--- config.mk ---
export PLATFORM = sky130hd
export DESIGN_NAME = score_margin_peak_picker
export DESIGN_NICKNAME = d
export VERILOG_FILES = /design/src/sv/smpp_pkg.sv /design/src/sv/smpp_front.sv /design/src/sv/smpp_fifo.sv /design/src/sv/smpp_back.sv /design/src/sv/score_margin_peak_picker.sv
export SDC_FILE = /design/constraint.sdc
export NUM_CORES = 2
export LEC_CHECK = 0
export ABC_AREA = 0
export BUFFER_PORTS_ARGS = -buffer_cell sky130_fd_sc_hd__buf_2
export CAP_MARGIN = 40
export CORE_MARGIN = 2
export CORE_UTILIZATION = 50
export CTS_CLUSTER_SIZE = 40
export DETAILED_ROUTE_END_ITERATION = 10
export PLACE_DENSITY = 0.66
export SLEW_MARGIN = 20
export SYNTH_ARGS = -nofsm -noshare
export SYNTH_HDL_FRONTEND = slang
export SYNTH_HIERARCHICAL = 1
export SYNTH_SLANG_ARGS = --single-unit
--- constraint.sdc ---
create_clock -name clk -period 8.3 [get_ports clk]
set_input_delay 1.66 -clock clk [delete_from_list [all_inputs] [get_ports clk]]
set_output_delay 1.66 -clock clk [all_outputs]
set_load 0.03 [all_outputs]
--- src/sv/smpp_pkg.sv ---
// Shared types and constants of the score margin peak picker.
package smpp_pkg;

    // Margin and configuration widths are fixed by the register map.
    localparam int MARGIN_W   = 16;
    localparam int RADIUS_W   = 4;
    localparam int THRESH_W   = 16;
    localparam int CFG_DATA_W = 16;
    localparam int CFG_IDX_W  = 1;

    localparam logic [MARGIN_W-1:0] MARGIN_MAX   = 16'hFFFF;
    localparam logic [RADIUS_W-1:0] RADIUS_RESET = 4'd2;
    localparam logic [THRESH_W-1:0] THRESH_RESET = 16'd0;

    // Configuration register indexes.
    localparam logic [CFG_IDX_W-1:0] CFG_RADIUS           = 1'b0;
    localparam logic [CFG_IDX_W-1:0] CFG_MARGIN_THRESHOLD = 1'b1;

    // Depth of the column queue between front and back.
    localparam int QUEUE_DEPTH = 4;

    // One finished column as handed from front to back.
    typedef struct packed {
        logic [MARGIN_W-1:0] margin;
        logic                seq_end;
    } col_event_t;

    typedef enum logic {
        BACK_IDLE,
        BACK_EMIT
    } back_state_t;

endpackage

--- src/sv/smpp_front.sv ---
// Front end: accepts scores, tracks best and second best, forms column margins.
module smpp_front #(
    parameter int SCORE_BITS = 16
) (
    input  logic                   clk,
    input  logic                   rst_n,
    input  logic                   in_valid,
    output logic                   in_ready,
    input  logic [SCORE_BITS-1:0]  score,
    input  logic                   column_end,
    input  logic                   sequence_end,
    output logic                   ev_valid,
    input  logic                   ev_ready,
    output smpp_pkg::col_event_t   ev
);

    localparam int DW = (SCORE_BITS + 1 > smpp_pkg::MARGIN_W + 1) ?
                        SCORE_BITS + 1 : smpp_pkg::MARGIN_W + 1;
    localparam logic [SCORE_BITS-1:0] SCORE_FLOOR = {1'b1, {(SCORE_BITS-1){1'b0}}};

    logic [SCORE_BITS-1:0] best_reg, best_next;
    logic [SCORE_BITS-1:0] second_reg, second_next;
    logic [1:0]            rows_seen_reg;
    logic                  accept;
    logic                  col_done;
    logic [DW-1:0]         best_x;
    logic [DW-1:0]         second_x;
    logic [DW-1:0]         diff;
    logic [smpp_pkg::MARGIN_W-1:0] margin;

    assign in_ready = ev_ready;
    assign accept   = in_valid && in_ready;
    assign col_done = column_end || sequence_end;

    // Running best and second best including the current score.
    always_comb
    begin
        best_next   = best_reg;
        second_next = second_reg;
        if (rows_seen_reg == 2'd0)
        begin
            best_next   = score;
            second_next = SCORE_FLOOR;
        end
        else if ($signed(score) > $signed(best_reg))
        begin
            second_next = best_reg;
            best_next   = score;
        end
        else if ($signed(score) > $signed(second_reg))
        begin
            second_next = score;
        end
    end

    // Margin is the difference, clamped to the unsigned 16-bit range.
    always_comb
    begin
        best_x   = {{(DW-SCORE_BITS){best_next[SCORE_BITS-1]}}, best_next};
        second_x = {{(DW-SCORE_BITS){second_next[SCORE_BITS-1]}}, second_next};
        diff     = best_x - second_x;
        if (diff[DW-1])
            margin = '0;
        else if (diff > {{(DW-smpp_pkg::MARGIN_W){1'b0}}, smpp_pkg::MARGIN_MAX})
            margin = smpp_pkg::MARGIN_MAX;
        else
            margin = diff[smpp_pkg::MARGIN_W-1:0];
    end

    assign ev_valid   = accept && col_done;
    assign ev.margin  = margin;
    assign ev.seq_end = sequence_end;

    // Column statistics registers; a column end starts a fresh column.
    always_ff @(posedge clk or negedge rst_n)
    begin
        if (!rst_n)
        begin
            best_reg      <= SCORE_FLOOR;
            second_reg    <= SCORE_FLOOR;
            rows_seen_reg <= 2'd0;
        end
        else if (accept)
        begin
            if (col_done)
            begin
                best_reg      <= SCORE_FLOOR;
                second_reg    <= SCORE_FLOOR;
                rows_seen_reg <= 2'd0;
            end
            else
            begin
                best_reg   <= best_next;
                second_reg <= second_next;
                if (rows_seen_reg != 2'd2)
                    rows_seen_reg <= rows_seen_reg + 2'd1;
            end
        end
    end

endmodule

--- src/sv/smpp_fifo.sv ---
// Short queue of finished columns between the front and back ends.
module smpp_fifo (
    input  logic                 clk,
    input  logic                 rst_n,
    input  logic                 wr_valid,
    output logic                 wr_ready,
    input  smpp_pkg::col_event_t wr_data,
    output logic                 rd_valid,
    input  logic                 rd_ready,
    output smpp_pkg::col_event_t rd_data
);

    localparam int PTR_W = $clog2(smpp_pkg::QUEUE_DEPTH);
    localparam int CNT_W = $clog2(smpp_pkg::QUEUE_DEPTH + 1);

    smpp_pkg::col_event_t    entry_reg [smpp_pkg::QUEUE_DEPTH];
    logic [PTR_W-1:0]        wr_ptr_reg;
    logic [PTR_W-1:0]        rd_ptr_reg;
    logic [CNT_W-1:0]        fill_reg;
    logic                    do_wr;
    logic                    do_rd;

    assign wr_ready = (fill_reg != CNT_W'(smpp_pkg::QUEUE_DEPTH));
    assign rd_valid = (fill_reg != '0);
    assign rd_data  = entry_reg[rd_ptr_reg];
    assign do_wr    = wr_valid && wr_ready;
    assign do_rd    = rd_valid && rd_ready;

    // Entry storage.
    always_ff @(posedge clk)
    begin
        if (do_wr)
            entry_reg[wr_ptr_reg] <= wr_data;
    end

    // Pointers and fill level.
    always_ff @(posedge clk or negedge rst_n)
    begin
        if (!rst_n)
        begin
            wr_ptr_reg <= '0;
            rd_ptr_reg <= '0;
            fill_reg   <= '0;
        end
        else
        begin
            if (do_wr)
                wr_ptr_reg <= (wr_ptr_reg == PTR_W'(smpp_pkg::QUEUE_DEPTH - 1)) ?
                              '0 : wr_ptr_reg + PTR_W'(1);
            if (do_rd)
                rd_ptr_reg <= (rd_ptr_reg == PTR_W'(smpp_pkg::QUEUE_DEPTH - 1)) ?
                              '0 : rd_ptr_reg + PTR_W'(1);
            if (do_wr && !do_rd)
                fill_reg <= fill_reg + CNT_W'(1);
            else if (do_rd && !do_wr)
                fill_reg <= fill_reg - CNT_W'(1);
        end
    end

endmodule

--- src/sv/smpp_back.sv ---
// Back end: margin window, suppression decisions and the output register.
module smpp_back #(
    parameter int MAX_RADIUS  = 15,
    parameter int MAX_COLUMNS = 1024
) (
    input  logic                              clk,
    input  logic                              rst_n,
    input  logic [smpp_pkg::RADIUS_W-1:0]     radius,
    input  logic [smpp_pkg::THRESH_W-1:0]     margin_threshold,
    input  logic                              ev_valid,
    output logic                              ev_ready,
    input  smpp_pkg::col_event_t              ev,
    output logic                              out_valid,
    input  logic                              out_ready,
    output logic [$clog2(MAX_COLUMNS)-1:0]    column_index,
    output logic                              is_peak,
    output logic                              last
);

    localparam int WIN   = 2 * MAX_RADIUS + 1;
    localparam int WI_W  = $clog2(WIN);
    localparam int K_W   = $clog2(MAX_RADIUS + 1);
    localparam int CNT_W = $clog2(2 * MAX_COLUMNS);
    localparam int IDX_W = $clog2(MAX_COLUMNS);
    localparam logic [CNT_W-1:0] COUNT_MAX = CNT_W'(2 * MAX_COLUMNS - 1);

    smpp_pkg::back_state_t          state_reg, state_next;
    logic [smpp_pkg::MARGIN_W-1:0]  win_reg [WIN];
    logic [smpp_pkg::MARGIN_W-1:0]  win_next [WIN];
    logic [CNT_W-1:0]               count_reg, count_next;
    logic [K_W-1:0]                 k_reg, k_next;
    logic                           flush_reg, flush_next;
    logic                           out_valid_reg, out_valid_next;
    logic [IDX_W-1:0]               index_reg, index_next;
    logic                           peak_reg, peak_next;
    logic                           last_reg, last_next;
    logic [K_W-1:0]                 r_eff;
    logic [CNT_W-1:0]               count_inc;
    logic [smpp_pkg::MARGIN_W-1:0]  center;
    logic [WIN-1:0]                 beaten;
    logic                           peak_now;
    logic [CNT_W-1:0]               col_now;
    logic                           slot_free;

    // Radius values beyond the window depth act as the deepest radius.
    assign r_eff = (int'(radius) > MAX_RADIUS) ? K_W'(MAX_RADIUS) : K_W'(radius);

    assign count_inc = (count_reg < COUNT_MAX) ? count_reg + CNT_W'(1) : count_reg;
    assign slot_free = !out_valid_reg || out_ready;

    // Peak at k: above threshold and no neighbor within the radius exceeds it.
    always_comb
    begin
        center = win_reg[WI_W'(k_reg)];
        for (int j = 0; j < WIN; j++)
        begin
            beaten[j] = (j + int'(r_eff) >= int'(k_reg)) &&
                        (j <= int'(k_reg) + int'(r_eff)) &&
                        (win_reg[j] > center);
        end
        peak_now = !(|beaten) && (center > margin_threshold);
        col_now  = count_reg - CNT_W'(k_reg) - CNT_W'(1);
    end

    // Sequencer: shift in a column, decide the center entry; sequence ends flush.
    always_comb
    begin
        state_next     = state_reg;
        count_next     = count_reg;
        k_next         = k_reg;
        flush_next     = flush_reg;
        out_valid_next = out_valid_reg && !out_ready;
        index_next     = index_reg;
        peak_next      = peak_reg;
        last_next      = last_reg;
        ev_ready       = 1'b0;
        for (int j = 0; j < WIN; j++)
            win_next[j] = win_reg[j];

        case (state_reg)
            smpp_pkg::BACK_IDLE:
            begin
                ev_ready = 1'b1;
                if (ev_valid)
                begin
                    win_next[0] = ev.margin;
                    for (int j = 1; j < WIN; j++)
                        win_next[j] = win_reg[j-1];
                    count_next = count_inc;
                    flush_next = ev.seq_end;
                    if (ev.seq_end)
                    begin
                        k_next     = (count_inc > CNT_W'(r_eff)) ?
                                     r_eff : K_W'(count_inc - CNT_W'(1));
                        state_next = smpp_pkg::BACK_EMIT;
                    end
                    else if (count_inc > CNT_W'(r_eff))
                    begin
                        k_next     = r_eff;
                        state_next = smpp_pkg::BACK_EMIT;
                    end
                end
            end
            smpp_pkg::BACK_EMIT:
            begin
                if (slot_free)
                begin
                    out_valid_next = 1'b1;
                    index_next     = col_now[IDX_W-1:0];
                    peak_next      = peak_now;
                    last_next      = flush_reg && (k_reg == '0);
                    if (!flush_reg || k_reg == '0)
                    begin
                        state_next = smpp_pkg::BACK_IDLE;
                        if (flush_reg)
                        begin
                            count_next = '0;
                            for (int j = 0; j < WIN; j++)
                                win_next[j] = '0;
                        end
                    end
                    else
                    begin
                        k_next = k_reg - K_W'(1);
                    end
                end
            end
            default:
            begin
                state_next = smpp_pkg::BACK_IDLE;
            end
        endcase
    end

    // State register.
    always_ff @(posedge clk or negedge rst_n)
    begin
        if (!rst_n)
            state_reg <= smpp_pkg::BACK_IDLE;
        else
            state_reg <= state_next;
    end

    // Window, counters and output valid; the window resets to zero padding.
    always_ff @(posedge clk or negedge rst_n)
    begin
        if (!rst_n)
        begin
            for (int j = 0; j < WIN; j++)
                win_reg[j] <= '0;
            count_reg     <= '0;
            k_reg         <= '0;
            flush_reg     <= 1'b0;
            out_valid_reg <= 1'b0;
        end
        else
        begin
            for (int j = 0; j < WIN; j++)
                win_reg[j] <= win_next[j];
            count_reg     <= count_next;
            k_reg         <= k_next;
            flush_reg     <= flush_next;
            out_valid_reg <= out_valid_next;
        end
    end

    // Output payload.
    always_ff @(posedge clk)
    begin
        index_reg <= index_next;
        peak_reg  <= peak_next;
        last_reg  <= last_next;
    end

    assign out_valid    = out_valid_reg;
    assign column_index = index_reg;
    assign is_peak      = peak_reg;
    assign last         = last_reg;

endmodule

--- src/sv/score_margin_peak_picker.sv ---
// Score margin peak picker: scores in, one peak decision per column out.
// Throughput: one score per cycle while the four-column queue has room; the back end takes no new
// column while it emits decisions, up to radius+1 decisions on a sequence end.
// Input stalls on a full queue, which closely spaced columns, flushes or held results can fill.
// Reset: rst_n is asynchronous; window, counters and queue clear, radius = 2, threshold = 0.
module score_margin_peak_picker #(
    parameter int MAX_RADIUS  = 15,
    parameter int MAX_COLUMNS = 1024,
    parameter int SCORE_BITS  = 16
) (
    input  logic                                     clk,
    input  logic                                     rst_n,
    // Request side: tdata = score; tlast = column_end; tuser = sequence_end.
    input  logic                                     s_tvalid,
    output logic                                     s_tready,
    input  logic [((SCORE_BITS+7)/8)*8-1:0]          s_tdata,
    input  logic                                     s_tlast,
    input  logic                                     s_tuser,
    // Result side: tdata = column_index, is_peak, zero fill; tlast = last.
    output logic                                     m_tvalid,
    input  logic                                     m_tready,
    output logic [(($clog2(MAX_COLUMNS)+1+7)/8)*8-1:0] m_tdata,
    output logic                                     m_tlast,
    // Configuration write port.
    input  logic                                     cfg_we,
    input  logic [smpp_pkg::CFG_IDX_W-1:0]           cfg_idx,
    input  logic [smpp_pkg::CFG_DATA_W-1:0]          cfg_data
);

    localparam int IDX_W       = $clog2(MAX_COLUMNS);
    localparam int OUT_TDATA_W = ((IDX_W + 1 + 7) / 8) * 8;

    logic [smpp_pkg::RADIUS_W-1:0] radius_reg;
    logic [smpp_pkg::THRESH_W-1:0] thresh_reg;
    logic                          fe_valid;
    logic                          fe_ready;
    smpp_pkg::col_event_t          fe_ev;
    logic                          be_valid;
    logic                          be_ready;
    smpp_pkg::col_event_t          be_ev;
    logic [IDX_W-1:0]              column_index;
    logic                          is_peak;

    // Configuration registers.
    always_ff @(posedge clk or negedge rst_n)
    begin
        if (!rst_n)
        begin
            radius_reg <= smpp_pkg::RADIUS_RESET;
            thresh_reg <= smpp_pkg::THRESH_RESET;
        end
        else if (cfg_we)
        begin
            case (cfg_idx)
                smpp_pkg::CFG_RADIUS:
                    radius_reg <= cfg_data[smpp_pkg::RADIUS_W-1:0];
                smpp_pkg::CFG_MARGIN_THRESHOLD:
                    thresh_reg <= cfg_data[smpp_pkg::THRESH_W-1:0];
                default:
                begin
                end
            endcase
        end
    end

    // Front end: column statistics and margins.
    smpp_front #(
        .SCORE_BITS (SCORE_BITS)
    ) u_front (
        .clk          (clk),
        .rst_n        (rst_n),
        .in_valid     (s_tvalid),
        .in_ready     (s_tready),
        .score        (s_tdata[SCORE_BITS-1:0]),
        .column_end   (s_tlast),
        .sequence_end (s_tuser),
        .ev_valid     (fe_valid),
        .ev_ready     (fe_ready),
        .ev           (fe_ev)
    );

    // Column queue.
    smpp_fifo u_fifo (
        .clk      (clk),
        .rst_n    (rst_n),
        .wr_valid (fe_valid),
        .wr_ready (fe_ready),
        .wr_data  (fe_ev),
        .rd_valid (be_valid),
        .rd_ready (be_ready),
        .rd_data  (be_ev)
    );

    // Back end: window and decisions.
    smpp_back #(
        .MAX_RADIUS  (MAX_RADIUS),
        .MAX_COLUMNS (MAX_COLUMNS)
    ) u_back (
        .clk              (clk),
        .rst_n            (rst_n),
        .radius           (radius_reg),
        .margin_threshold (thresh_reg),
        .ev_valid         (be_valid),
        .ev_ready         (be_ready),
        .ev               (be_ev),
        .out_valid        (m_tvalid),
        .out_ready        (m_tready),
        .column_index     (column_index),
        .is_peak          (is_peak),
        .last             (m_tlast)
    );

    assign m_tdata = OUT_TDATA_W'({is_peak, column_index});

endmodule
Word-level counts from Yosys, hierarchy flattened. Memories as Yosys holds them, arrays and structs flattened. Cells that the tools add are included.

Bits in writable memories: 68. Output and inout port bits: 19. Memories: 1. Flip-flop bits (word level): 587. Logic and storage cells: 343.

Eq/ne operators: 10. Reductions and logical operators: 93. $lt $le $gt $ge: 100. Muxes and demuxes: 47. $add $sub $neg: 42. Bitwise operators: 3.

Memories: u_fifo.entry_reg (words 4, width 17, read ports 1, clocked after memory_dff 0, wr ports 1, line smpp_fifo.sv:16) `smpp_pkg::col_event_t entry_reg [smpp_pkg::QUEUE_DEPTH];`.

Operators with widths (number): $mux W496 (4); $pmux W496 S2 (1); $ge A32 B5 Y1 (30); $gt A16 B16 Y1 (34); $le A6 B32 Y1 const A (15); $le A5 B32 Y1 const A (8); $mux W16 (11); $le A4 B32 Y1 const A (4); $add A5 B4 Y6 const A (15); $bmux W16 S5 (1); $logic_and A1 B1 Y1 (71); $le A3 B32 Y1 const A (2); $mux W11 (5); $add A4 B4 Y5 const A (8); $le A1 B32 Y1 const A (1); $le A2 B32 Y1 const A (1); $reduce_or A31 Y1 (1); $mux W4 (6); $pmux W11 S2 (1); $add A3 B4 Y5 const A (4); $gt A17 B16 Y1 const B (1); $sub A16 B16 Y17 (1); $ne A2 B2 Y1 const B (6); $add A11 B1 Y11 const B (1); other kinds (31) (63).

Depth between registers and ports, before layout.
Word-level depth: 9. Mapped depth: 19. Gate-level depth less buffers: 18.

By module. The synthesis kept the hierarchy.

By module, submodules not included: smpp_back (sequential area each 13222.7 um^2, times used 1, cells each 3942, area each 35734.3 um^2); smpp_front (sequential area each 853.3 um^2, times used 1, cells each 412, area each 3607.2 um^2); smpp_fifo (sequential area each 2217.1 um^2, times used 1, cells each 125, area each 2894.0 um^2); score_margin_peak_picker (sequential area each 501.7 um^2, times used 1, cells each 50, area each 795.8 um^2).

Least setup slack after synthesis. No wires, ideal clock.

Path type: input to register. Start: input s_tdata[14]. End: memory u_fifo/entry_reg[0][10] (netlist name) (data pin). Data arrival time: 5.697 ns. Stages: 17. Library setup time: 0.239 ns. Slack: 2.363 ns. Cell sequence: ha_1 -> nand4_1 -> or4_4 -> a21oi_2 -> nor4_1 -> o22ai_4 -> buf_4 -> mux2i_1 -> o2bb2ai_1 -> ha_1 -> fa_1 -> nor2b_1 -> o31ai_1 -> a211oi_1 -> o2111ai_1 -> o32a_1 -> nor4bb_1.

RTL lines: from (decl) (line score_margin_peak_picker.sv:16) `input logic [((SCORE_BITS+7)/8)*8-1:0] s_tdata,`; to (decl) (line smpp_fifo.sv:16).

==> results.json <==
{
  "ys.warnings.count": 6,
  "vias": 35042,
  "gr-usage-all-layers": 0.2838,
  "cp-start-kind": "primary input",
  "worst_slew_pin_slew_ns": 1.157,
  "layout-drive-gt1-share": 0.09277,
  "crit_family": "simple AND/OR/NAND/NOR gates",
  "clockBufferDepth": 3,
  "cts_tree": "done",
  "fin_cells": 5727,
  "finalHoldWorstSlack_ns": 0.4768,
  "drc_errors": 0,
  "synth.top_cell.area_share": 0.3326,
  "cts_buffers": 79,
  "min_period_over_period": 0.7900,
  "setup_viol": 0,
  "cp_common_cell": "ha_1",
  "initial_core_util": 0.5046,
  "path_class": "in2reg",
  "met1_length_um": 54410,
  "max_freq_ghz": 0.1525,
  "slew_headroom": 0.2289,
  "crit_chain": "buf_2 -> ha_1 -> nand4_1 -> nor4_1 -> a21boi_0 -> or4b_4 -> nand3_2 -> nand2b_1 -> o2bb2ai_1 -> ha_1 -> fa_1 -> nor2b_1 -> o31ai_1 -> a211oi_1 -> o2111ai_1 -> o32a_1 -> nor4bb_1",
  "dpl_cell_area_um2": 44500,
  "cts_hold_buf": 0,
  "io_pins": 59,
  "finalMaxSlewViolations": 0,
  "seq_area_frac_synth": 0.3903,
  "arrival_ns": 6.93,
  "hold_class": "reg2reg",
  "wl_met2_um": 58330,
  "wl_per_cell_um": 21.87,
  "nets": 5191,
  "gp_congestion": 0.9749,
  "clockRootBuffer": "clkbuf_16",
  "drtIter0Drc": 3261,
  "cap_violations": 0,
  "die_h_um": 297.4,
  "vias_per_cell": 6.119,
  "grt_overflow": 0,
  "final_area_um2": 47450,
  "synth_area_um2": 43030,
  "grt_pass1_vias": 34108,
  "cp-end-kind": "flop",
  "grt_setup_unrepaired": "no",
  "ys.flop_type": "dfrtp_1",
  "placed_cells": 5572,
  "cts_htree_levels": 3,
  "rows": 107,
  "largest_register_ff_count": 496,
  "required_ns": 8.67,
  "io_buffers": 53,
  "path_buf_inv": 1,
  "clock_latency_ns": 0.65,
  "clock-sinks": 655,
  "dr.pass1.iters": 5,
  "cts.clk_slew.worst_paths_ns": 0.06,
  "clock_skew_ns": 0.02241,
  "wirelength_um": 125300,
  "maxUsedRoutingLayer": "met5",
  "cts_setup_buffers": 0,
  "grt_first_pass_wirelength_um": 199300,
  "die-area_um2": 88430,
  "ys_async_sr_fraction": 0.8779,
  "synthTopCellsByArea": "dfrtp_1 (33%), ha_1 (18%), nand2_1 (9.0%)",
  "post-route-min-period_ns": 6.557,
  "yosysMostFrequentCell": "nand2_1",
  "syn_avg_cell_area_um2": 9.501,
  "die_x_um": 297.4,
  "critPathMaxFanout": 18,
  "slowest_stage": "nand2b_1",
  "fillers": 7573,
  "coreArea_um2": 85280,
  "hold_viol_final": 0,
  "antenna_found_initial": 6,
  "ant_nets": 0,
  "grt_max_degree": 244,
  "cpPeakStageDelay_ns": 0.62,
  "synth-seq-cells": 655,
  "status": "finished, final reports clean",
  "synth-edff-count": 80,
  "ys_types": 97,
  "synth_common_cells": "nand2_1 (1033), ha_1 (630), dfrtp_1 (572), nand3_1 (494), a21oi_1 (223)",
  "fin_setup_tns_ns": 0,
  "synth_area_leader_cell": "dfrtp_1",
  "hpwl_um": 87580,
  "synth_cells": 4529,
  "postCtsResizedCells": 0,
  "met3WireLength_um": 7950,
  "syn_to_final_growth_pct": 10.27
}
==> cell type report <==
type                            count  area [µm²]  area share
Inverter                          153       581.8     0.01226
Timing Repair Buffer              124        1060     0.02233
Sequential cell                   655       16800      0.3541
Tap cell                         1144        1431     0.03017
Multi-Input combinational cell   3503       24780      0.5223
Antenna cell                        2       5.005   0.0001055
Clock inverter                     34       475.5     0.01002
Clock buffer                      112        2316     0.04881
==> tightest hold or removal path, stage by stage, from the launching register on <==
cell	delay, ns
dfrtp_1	0.34
nand2_1	0.05
o31ai_1	0.05
==> routing by layer <==
layer	vias to the layer above	GRT usage
li1	16433	-
met5	-	0
met1	17243	0.3884
met2	1104	0.4574
met4	6	0.09608
met3	256	0.04820
==> path summary, 6_finish.rpt <==
path	start	endpoint	slack, ns	cells past startpoint
min reg2reg	u_back/win_reg[176]$_DFFE_PN0P_	u_back/win_reg[176]$_DFFE_PN0P_	0.48	2
max	s_tdata[14]	u_fifo/entry_reg[1][10]$_DFFE_PP_	1.74	17
min in group asynchronous	rst_n	u_back/win_reg[118]$_DFFE_PN0P_	1.03	1
min	u_back/win_reg[176]$_DFFE_PN0P_	u_back/win_reg[176]$_DFFE_PN0P_	0.48	2
max in group asynchronous	rst_n	u_front/best_reg[12]$_DFFE_PN0P_	5.96	2
max reg2reg	u_front/best_reg[15]$_DFFE_PN1P_	u_fifo/entry_reg[1][10]$_DFFE_PP_	2.27	17
==> layout by cell type (no fill, tap or decap), types with 17 or more instances in the layout <==
master / count
nand4_1: 106
a22oi_1: 17
nor2_1: 93
a221o_1: 17
a211oi_1: 26
ha_1: 630
o21a_1: 32
inv_1: 151
edfxtp_1: 80
nand3_1: 494
nand2_1: 1033
a22o_1: 43
buf_2: 53
xnor2_1: 19
mux4_2: 97
o31ai_1: 35
a21o_1: 113
nand2b_1: 24
a21oi_1: 222
dfrtp_1: 570
o211ai_1: 31
buf_4: 49
clkbuf_16: 83
mux2_2: 27
o21ai_0: 124
nor2b_1: 44
nor3_1: 43
==> metrics by stage <==
step	util	worst slack, ns
finish	0.5564	1.743
global route	0.5563	1.203
CTS	0.5545	1.877
detailed placement	0.5218	1.207
global placement	0.5208	1.283
floorplan	-	2.363
==> kinds of logic after synthesis <==
family | after synthesis | share of synthesized area
other | 1 | 0.00008715
multiplexers | 143 | 0.06289
flip-flops | 655 | 0.3903
buffers and inverters | 375 | 0.03457
adder cells (fa/ha/maj) | 635 | 0.1855
AND/OR/NAND/NOR | 1924 | 0.2015
AO/OA/AOI/OAI | 764 | 0.1187
XOR/XNOR | 32 | 0.006513
Power is not shown: default switching activity piles up to over one toggle a cycle in this logic, so the estimate is an artifact.
